===== src/rtl/core/rfn_pkg.sv =====
// Shared types and constants for the fraction normaliser.
package rfn_pkg;

  localparam int MagW = 32;
  localparam int CntW = $clog2(MagW);
  localparam logic [MagW-2:0] MagMax = '1;

  typedef struct packed {
    logic signed [31:0] num_in;
    logic signed [31:0] den_in;
  } rfn_in_t;

  typedef struct packed {
    logic signed [31:0] num_out;
    logic        [30:0] den_out;
  } rfn_out_t;

  typedef struct packed {
    logic            go;
    logic [MagW-1:0] dividend;
    logic [MagW-1:0] divisor;
  } rfn_div_req_t;

  typedef struct packed {
    logic            done;
    logic [MagW-1:0] quo;
    logic [MagW-1:0] rem;
  } rfn_div_rsp_t;

endpackage


===== src/rtl/core/rfn_divider.sv =====
// Restoring unsigned divider, one quotient bit per cycle.
module rfn_divider
  import rfn_pkg::*;
(
  input  logic         clk,
  input  logic         rst_n,
  input  rfn_div_req_t req,
  output rfn_div_rsp_t rsp
);

  logic [MagW-1:0] rem_r, rem_nxt;
  logic [MagW-1:0] quo_r, quo_nxt;
  logic [MagW-1:0] dvs_r;
  logic [CntW-1:0] cnt_r;
  logic            run_r;
  logic            done_r;
  logic [MagW+1:0] diff;
  logic            ge;

  always_comb begin
    diff    = {1'b0, rem_r, quo_r[MagW-1]} - {2'b00, dvs_r};
    ge      = ~diff[MagW+1];
    rem_nxt = ge ? diff[MagW-1:0] : {rem_r[MagW-2:0], quo_r[MagW-1]};
    quo_nxt = {quo_r[MagW-2:0], ge};
  end

  always_ff @(posedge clk) begin
    if (!rst_n) begin
      run_r  <= 1'b0;
      done_r <= 1'b0;
      cnt_r  <= '0;
    end else begin
      done_r <= 1'b0;
      if (req.go && !run_r) begin
        run_r <= 1'b1;
        cnt_r <= '0;
      end else if (run_r) begin
        cnt_r <= cnt_r + 1'b1;
        if (cnt_r == CntW'(MagW - 1)) begin
          run_r  <= 1'b0;
          done_r <= 1'b1;
        end
      end
    end
  end

  always_ff @(posedge clk) begin
    if (req.go && !run_r) begin
      rem_r <= '0;
      quo_r <= req.dividend;
      dvs_r <= req.divisor;
    end else if (run_r) begin
      rem_r <= rem_nxt;
      quo_r <= quo_nxt;
    end
  end

  assign rsp.done = done_r;
  assign rsp.quo  = quo_r;
  assign rsp.rem  = rem_r;

endmodule


===== src/rtl/core/rational_fraction_normalizer.sv =====
// Fraction reduction to lowest terms by Euclid's remainder loop on a shared divider.
// One transaction is taken when start is high and busy is low. A zero numerator or
// denominator returns 0/1 on out_strobe in the cycle after acceptance. Otherwise each
// division runs on the shared 32-step restoring divider, and a fraction whose Euclid
// loop needs k remainder steps takes k divisions plus two for the reduced terms: k is 1
// when one magnitude divides the other and at most 44 for magnitudes up to 2^31. busy
// stays high until the result strobe; out_strobe lasts one cycle and cannot be held
// off, so the receiver must take the result in that cycle.
module rational_fraction_normalizer
  import rfn_pkg::*;
(
  input  logic     clk,
  input  logic     rst_n,
  input  logic     start,
  output logic     busy,
  input  rfn_in_t  in_data,
  output logic     out_strobe,
  output rfn_out_t out_data
);

  typedef enum logic [3:0] {
    S_IDLE = 4'b0001,
    S_GCD  = 4'b0010,
    S_DIVN = 4'b0100,
    S_DIVD = 4'b1000
  } state_t;

  state_t          state_r;
  logic [MagW-1:0] n_r, d_r, g_r, pn_r, op_a_r, op_b_r;
  logic            neg_r;
  logic            go_r;
  logic            strobe_r;
  rfn_out_t        res_r;

  logic [MagW-1:0] n_mag, d_mag;
  logic            accept;
  rfn_div_req_t    div_req;
  rfn_div_rsp_t    div_rsp;
  logic [MagW-2:0] pn_sat, pd_sat;
  logic [MagW-1:0] pn_ext;

  assign accept = start && (state_r == S_IDLE);
  assign n_mag  = in_data.num_in[31] ? (MagW'(0) - in_data.num_in) : in_data.num_in;
  assign d_mag  = in_data.den_in[31] ? (MagW'(0) - in_data.den_in) : in_data.den_in;

  assign div_req.go       = go_r;
  assign div_req.dividend = op_a_r;
  assign div_req.divisor  = op_b_r;

  rfn_divider u_div (
    .clk   (clk),
    .rst_n (rst_n),
    .req   (div_req),
    .rsp   (div_rsp)
  );

  // quotients of 2^31 saturate
  assign pn_sat = pn_r[MagW-1] ? MagMax : pn_r[MagW-2:0];
  assign pd_sat = div_rsp.quo[MagW-1] ? MagMax : div_rsp.quo[MagW-2:0];
  assign pn_ext = {1'b0, pn_sat};

  always_ff @(posedge clk) begin
    if (!rst_n) begin
      state_r  <= S_IDLE;
      go_r     <= 1'b0;
      strobe_r <= 1'b0;
    end else begin
      go_r     <= 1'b0;
      strobe_r <= 1'b0;
      case (state_r)
        S_IDLE: begin
          if (accept) begin
            if (n_mag == '0 || d_mag == '0) begin
              strobe_r <= 1'b1;
            end else begin
              go_r    <= 1'b1;
              state_r <= S_GCD;
            end
          end
        end
        S_GCD: begin
          if (div_rsp.done) begin
            go_r <= 1'b1;
            if (div_rsp.rem == '0) begin
              state_r <= S_DIVN;
            end
          end
        end
        S_DIVN: begin
          if (div_rsp.done) begin
            go_r    <= 1'b1;
            state_r <= S_DIVD;
          end
        end
        S_DIVD: begin
          if (div_rsp.done) begin
            strobe_r <= 1'b1;
            state_r  <= S_IDLE;
          end
        end
        default: state_r <= S_IDLE;
      endcase
    end
  end

  always_ff @(posedge clk) begin
    case (state_r)
      S_IDLE: begin
        if (accept) begin
          n_r   <= n_mag;
          d_r   <= d_mag;
          neg_r <= in_data.num_in[31] ^ in_data.den_in[31];
          res_r <= '{num_out: '0, den_out: 31'd1};
          if (n_mag >= d_mag) begin
            op_a_r <= n_mag;
            op_b_r <= d_mag;
          end else begin
            op_a_r <= d_mag;
            op_b_r <= n_mag;
          end
        end
      end
      S_GCD: begin
        if (div_rsp.done) begin
          if (div_rsp.rem == '0) begin
            g_r    <= op_b_r;
            op_a_r <= n_r;
          end else begin
            op_a_r <= op_b_r;
            op_b_r <= div_rsp.rem;
          end
        end
      end
      S_DIVN: begin
        if (div_rsp.done) begin
          pn_r   <= div_rsp.quo;
          op_a_r <= d_r;
          op_b_r <= g_r;
        end
      end
      S_DIVD: begin
        if (div_rsp.done) begin
          res_r.num_out <= neg_r ? (MagW'(0) - pn_ext) : pn_ext;
          res_r.den_out <= pd_sat;
        end
      end
      default: ;
    endcase
  end

  assign busy       = (state_r != S_IDLE);
  assign out_strobe = strobe_r;
  assign out_data   = res_r;

  a_den_nonzero: assert property (@(posedge clk) disable iff (!rst_n)
    out_strobe |-> out_data.den_out != '0)
    else $error("result denominator is zero");

  a_zero_num: assert property (@(posedge clk) disable iff (!rst_n)
    out_strobe && out_data.num_out == '0 |-> out_data.den_out == 31'd1)
    else $error("zero numerator without unit denominator");

  a_accept_progress: assert property (@(posedge clk) disable iff (!rst_n)
    start && !busy |=> busy || out_strobe)
    else $error("accepted transaction neither started nor answered");

  a_div_done_owned: assert property (@(posedge clk) disable iff (!rst_n)
    div_rsp.done |-> state_r != S_IDLE)
    else $error("divider finished with the sequencer idle");

endmodule

===== config.mk =====
export PLATFORM = sky130hd
export DESIGN_NAME = rational_fraction_normalizer
export DESIGN_NICKNAME = d
export VERILOG_FILES = /design/src/rtl/core/rfn_pkg.sv /design/src/rtl/core/rfn_divider.sv /design/src/rtl/core/rational_fraction_normalizer.sv
export SDC_FILE = /design/constraint.sdc
export NUM_CORES = 1
export LEC_CHECK = 0
export ABC_AREA = 1
export BUFFER_PORTS_ARGS = -buffer_cell sky130_fd_sc_hd__buf_2
export CAP_MARGIN = 20
export CORE_MARGIN = 8
export CORE_UTILIZATION = 40
export CTS_BUF_LIST = sky130_fd_sc_hd__clkbuf_2
export CTS_CLUSTER_SIZE = 24
export DETAILED_ROUTE_END_ITERATION = 6
export GPL_TIMING_DRIVEN = 0
export PLACE_DENSITY_LB_ADDON = 0.05
export SLEW_MARGIN = 20
export SYNTH_ARGS = -nofsm -noshare
export SYNTH_HDL_FRONTEND = slang
export SYNTH_HIERARCHICAL = 1
export SYNTH_SLANG_ARGS = --single-unit

===== constraint.sdc =====
create_clock -name clk -period 6.1 [get_ports clk]
set_input_delay 0.61 -clock clk [delete_from_list [all_inputs] [get_ports clk]]
set_output_delay 0.61 -clock clk [all_outputs]
set_load 0.02 [all_outputs]

# == Word level (Yosys, flattened, before mapping) ==
# Cells that the tools add are included.
# word_totals
regBits,365
in_bits,67
output_inout_bits,65
word_cells,102
# classes
n_addsub,5
magnitude_cmp,1
n_eq_ne,13
mux,41
bitwise,4
n_reduce_logical,20
# ops
op,n
$mux 32,16
$pmux 32 s3,2
$mux 63,2
$pmux 63 s2,1
$logic_not 32->1,3
$sub 1x32->32 const A,2
$mux 31,2
$sub 33x32->34,1
$ge 32x32->1,1
$sub 1x31->32 const A,1
$mux 4,6
$pmux 4 s4,1
$mux 1,9
$ne 2x2->1 const B,4
$ne 2x1->1 const B,3
$reduce_and 3->1,2
$reduce_and 6->1,1
$add 5x1->5 const B,1
$eq 5x5->1 const B,1
$reduce_and 5->1,1
$eq 4x1->1 const B,1
$eq 4x2->1 const B,1
$eq 4x3->1 const B,1
$eq 4x4->1 const B,1
other kinds (13),20

# == Longest topological paths before layout ==
# logic_depth
depth_word,7
depth_mapped,24
ltp_nobuf,23

# == Cells and area by module ==
# Netlist, hierarchy kept.
# by_module_without_submodules
mod,instances,cells_per_inst,area_per_inst_um2,seq_area_each_um2
rational_fraction_normalizer,1,1651,14475.1,7807.5
rfn_divider,1,1001,6936.7,2702.6

# == Worst setup path after synthesis ==
# Ideal clock, no wire load.
# synth_path
kind,register to register
start,register state_r[3]
end,register res_r (netlist bit out_data[0]) (enable)
t_arrival_ns,5.231
path_slack_ns,0.297
stages_incl_launch_ff,4
period_less_slack_ns,5.803
cell_sequence,dfxtp_1 nor2_1 nand3_1 o21ai_0
# synth_via
elab_chain_cells,4
elab_cells_between_ends,7
# synth_rtl
item,line_no,text
start: declaration,rational_fraction_normalizer.sv:28,state_t state_r;
start signal: assignment,rational_fraction_normalizer.sv:64,state_r <= S_IDLE;
start signal: assignment,rational_fraction_normalizer.sv:77,state_r <= S_GCD;
start signal: assignment,rational_fraction_normalizer.sv:85,state_r <= S_DIVN;
$eq 4x1->1,"rational_fraction_normalizer.sv:42, rational_fraction_normalizer.sv:107",
$logic_and 1x1->1,rational_fraction_normalizer.sv:42,assign accept = start && (state_r == S_IDLE);
$ne 2x2->1 (no source line),-,
$reduce_and 3->1 (no source line) *,-,
end signal: assignment,rational_fraction_normalizer.sv:113,"res_r <= '{num_out: '0, den_out: 31'd1};"
end: declaration,rational_fraction_normalizer.sv:33,rfn_out_t res_r;
# Every way passes the cells marked *; elsewhere a longest branch is shown, timed or not.
# A chain may end at the register's enable or synchronous reset.

# == Worst setup path after layout ==
# layout_path
start,input port in_data[32] in the netlist's numbering
end,register op_a_r[6] (data pin)
# layout_via
elab_chain_cells,6
# layout_rtl
item,line_no,text
start: declaration,rational_fraction_normalizer.sv:16,"input rfn_in_t in_data,"
$sub 1x32->32,rational_fraction_normalizer.sv:43,assign n_mag = in_data.num_in[31] ? (MagW'(0) - in_data.num_in) : in_data.num_in;
$mux 32,rational_fraction_normalizer.sv:43,
via n_mag[16],rational_fraction_normalizer.sv:35,"logic [MagW-1:0] n_mag, d_mag;"
$ge 32x32->1,rational_fraction_normalizer.sv:114,if (n_mag >= d_mag) begin
$mux 32,rational_fraction_normalizer.sv:114,
$mux 32,rational_fraction_normalizer.sv:109,if (accept) begin
$pmux 32 s3,rational_fraction_normalizer.sv:107,case (state_r)
end signal: assignment,rational_fraction_normalizer.sv:115,op_a_r <= n_mag;
end signal: assignment,rational_fraction_normalizer.sv:118,op_a_r <= d_mag;
end signal: assignment,rational_fraction_normalizer.sv:127,op_a_r <= n_r;
end: declaration,rational_fraction_normalizer.sv:29,"logic [MagW-1:0] n_r, d_r, g_r, pn_r, op_a_r, op_b_r;"
# The timed path passes the listed nets, and every way through them passes these cells. The select of a mux whose other input is x is not followed.

==> reports/metrics.yaml <==
status:
  status: "complete, no violations"
run:
  cap_viol_max_count: 0
die:
  die_w_um: 247
  initial_utilization_pct: 40.1
  top_level_ports: 132
  floorplan.die_area_um2: 61200
  die_h_um: 247
  core_region_area_um2: 53400
  std_cell_rows: 85
cells_and_area:
  final_cell_count_no_fill: 3686
  final_layout_size_suffix_gt1_share_pct: 15.0
  syn2layout_area_growth_pct: 13.7
  final_core_utilization_pct: 45.6
  design.final.nets: 3055
sta:
  timing.final.max_slew_violations: 0
  timing.fmax_mhz: 200
  layout_setup_ws_ns: 1.09
  rsz_0062_raised_after_global_routing: "no"
  timing.hold.ws_ns: 0.127
  worstMarginPinSlew_ns: 0.959
  fin_crit_sh_pct: 82.1
  finalSetupViolations: 0
  finClkSkew_ns: 0.0754
  slew_headroom_pct: 35.6
  tmin_final_ns: 5.01
  number_of_failing_hold_endpoints_at_the_final_stage: 0
clock_network:
  tritoncts: "yes"
  clk_transition_reported_paths_ns: 0.10
  clock_insertion_delay_at_the_later_pin_of_the_skew_report_ns: 1.05
  cts_root_buffer: "sky130_fd_sc_hd__clkbuf_2"
  cts-htree-levels: 3
  post_cts_buffers: 0
  clk_path_buf_depth: 3
  cts_inserted_buffers: 93
  clock-sinks: 365
critical_path:
  timing.critical_path.slowest_cell_delay_ns: 0.70
  path_cells: "dlygate4sd3_1 > buf_2 > inv_1 > ha_1 > nand3_1 > nor2_1 > nand2_1 > nand2_1 > nand2_1 > nand2_1 > nand2_1 > ha_1 > a21oi_1 > o21ai_0 > nand2_1 > o211ai_1 > a31oi_1 > nand3_1 > inv_1 > clkbuf_1 > o21ai_0 > o21ai_0"
  worstSetupEndpointType: "register"
  worst_path_most_repeated_cell: "sky130_fd_sc_hd__nand2_1"
  type_of_the_worst_setup_path: "input pin to register"
  worstSetupStartpointType: "input pin"
  r2r_slack_ns: 2.67
  crit_buf_inv: 5
  crit_path_max_fanout: 10
  critical-path-top-delay-family: "buffers and inverters"
  cp.required_ns: 6.81
  cp.arrival_ns: 5.72
  critical_path.slowest_cell: "sky130_fd_sc_hd__o21ai_0"
yosys:
  synth_edf_count: 320
  syn_area_per_cell_um2: 8.07
  syn-num-nets: 2789
  synthTopCellsByArea: "sky130_fd_sc_hd__edfxtp_1 (45%), sky130_fd_sc_hd__nand2_1 (14%), sky130_fd_sc_hd__inv_1 (5.5%)"
  postSynthCellCount: 2652
  ys_warn_count: 6
  flops_latches_synth: 365
  netlist.top_cell.by_area: "sky130_fd_sc_hd__edfxtp_1"
  dominantRegCellSynth: "sky130_fd_sc_hd__edfxtp_1"
  yosys.cell_count.top_type: "sky130_fd_sc_hd__nand2_1"
  synth_largest_type_area_fraction_pct: 44.9
  synthesis.area_um2: 21400
  ys_types: 51
  synth_common_cells: "sky130_fd_sc_hd__nand2_1 (790), sky130_fd_sc_hd__edfxtp_1 (320), sky130_fd_sc_hd__inv_1 (314)"
  proportion_of_synthesized_flip_flops_having_asynchronous_set_or_reset_pct: 0
  yosysSeqAreaShare_pct: 49.1
grt:
  grt_overflow: 0
  grt_pass1_vias: 18244
  grt_antenna_before_repair: 2
  gr-usage-all-layers_pct: 23.5
  grt_pass1_wl_um: 109000
  grt_start_max_net_pins: 33
detailed_routing:
  drtPass1Iterations: 5
  routed_wl_per_cell_um: 19.7
  wl_final_um: 72500
  drt-vias-per-instance: 5.08
  initialDrtViolationCount: 1250
  antenna_nets_post_route: 0
  num_vias: 18730
  drc: 0
pwr:
  intPower_mw: 4.39
  clkPwrFrac_pct: 24.6
  power_switching_share_pct: 35.9
  power_frac_seq_pct: 50.3
  power.total_mw: 6.84
  power.share.combinational_pct: 25.1
  power.net_switching_mw: 2.46
  pwr_density_cell_nw_per_um2: 281
  worst_ir_drop_vdd_v: 0.000139
  power.static_leakage_nw: 11.0
placement:
  gp_congestion: 0.943
  dp.final_hpwl_um: 58700
  buffer_ports.inserted: 130
  placed_cells: 3490
  pre_cts_setup_slack_ns: 0.565
hold_path:
  holdCritPathClass: "input pin to register"
[area by class of cell]
class / instances / area, um^2
buffer: 84 / 444
clock inverter: 19 / 114
multi-input combinational: 1872 / 9250
tap: 696 / 871
fill: 5529 / 29100
clock buffer: 146 / 731
timing repair buffer: 171 / 1160
antenna: 2 / 5.00
sequential: 365 / 10500
inverter: 331 / 1250
[placed cells by master, fill, tap and decap left out, drive strengths merged]
cell	Yosys	final
a221oi	2	2
nor2	332	332
edfxtp	320	320
o22ai	1	1
nand2	821	821
a31oi	2	2
nor4	12	12
o211ai	7	7
bufinv	0	1
dlygate4sd3	0	29
nand3b	21	21
xor2	13	13
dfxtp	45	45
buf	43	185
o21bai	2	2
clkinv	1	18
a22o	29	29
or2	2	2
clkinvlp	0	1
and2	3	3
nor3	33	33
inv	330	330
o31ai	1	1
xnor2	8	8
diode	0	2
nand3	181	181
nand4	24	24
nor3b	2	2
clkbuf	41	187
o21ai	160	160
ha	69	69
a21oi	142	142
o21a	4	4
fa	1	1
[flip-flops by register name, summed over array words and instances, names as in the netlist, 32 cells and up]
signal       cells
u_div/dvs_r     32
pn_r            32
u_div/rem_r     32
out_data        63
op_b_r          32
op_a_r          32
d_r             32
u_div/quo_r     32
n_r             32
g_r             32
[per-layer routing]
| metal | track usage, % | vias to the layer above | part of all wire, % |
|---|---|---|---|
| met5 | 0 | - | 0 |
| met4 | 9.35 | 0 | 3.7 |
| met3 | 3.73 | 112 | 5.6 |
| met2 | 38.8 | 611 | 46 |
| met1 | 30.8 | 8654 | 44 |
| li1 | - | 9353 | - |
[power groups by stage]
stage | Combinational (mW) | Sequential, mW | Clock, mW
2_1_floorplan | 0.966 | 3.47 | 0
3_3_place_gp | 1.61 | 3.53 | 0
3_5_place_dp | 1.70 | 3.50 | 0
4_1_cts | 1.72 | 3.44 | 1.75
5_1_grt | 1.88 | 3.48 | 1.87
6_report | 1.72 | 3.44 | 1.69
[per-stage QoR]
| stage | cell area [um^2] | setup TNS, ns |
|---|---|---|
| 4_1_cts | 24300 | 0 |
| 5_1_grt | 24300 | 0 |
| 6_report | 24300 | 0 |
| 3_5_place_dp | 23200 | 0 |
| 3_3_place_gp | 22900 | -100.20 |
| 2_1_floorplan | 21400 | 0 |
[cell families (layout without fill, tap and decap cells)]
| kind of cell | count (synthesis) | count (layout) | synth area share [%] |
|---|---|---|---|
| AO/OA/AOI/OAI | 350 | 350 | 9.10 |
| XOR/XNOR | 21 | 21 | 0.859 |
| adder cells (fa/ha/maj) | 70 | 70 | 4.13 |
| buffers and inverters | 415 | 751 | 7.89 |
| flip-flops | 365 | 365 | 49.1 |
| other | 0 | 2 | 0 |
| AND/OR/NAND/NOR | 1431 | 1431 | 28.9 |
[final timing paths]
kind | start | end | cells after the start
min reg2reg | u_div/cnt_r[3]$_SDFFE_PP0P_ | u_div/cnt_r[3]$_SDFFE_PP0P_ | 2
max reg2reg | state_r[3]$_SDFFE_PN0P_ | op_b_r[2]$_DFFE_PP_ | 11
min | in_data[13] | d_r[13]$_DFFE_PP_ | 4
max | in_data[32] | op_a_r[6]$_DFFE_PP_ | 22
[repair_timing]
| action | 4_1_cts | 5_1_grt |
|---|---|---|
| endpoints found under the hold margin | 43 | 0 |
| resized for setup | 0 | 0 |
| hold buffers | 29 | 0 |
[worst register-to-register path, cell delays in order (launching register included)]
cell	delay [ns]
sky130_fd_sc_hd__dfxtp_1	0.34
sky130_fd_sc_hd__nor2_1	0.15
sky130_fd_sc_hd__inv_1	0.07
sky130_fd_sc_hd__nor3_2	0.51
sky130_fd_sc_hd__nor2_1	0.39
sky130_fd_sc_hd__clkinv_1	0.30
sky130_fd_sc_hd__nor2_1	0.15
sky130_fd_sc_hd__nor3_2	0.42
sky130_fd_sc_hd__buf_4	0.26
sky130_fd_sc_hd__buf_6	0.16
sky130_fd_sc_hd__buf_4	0.20
sky130_fd_sc_hd__buf_4	0.18
No activity file was read; power rests on OpenSTA's default activity.
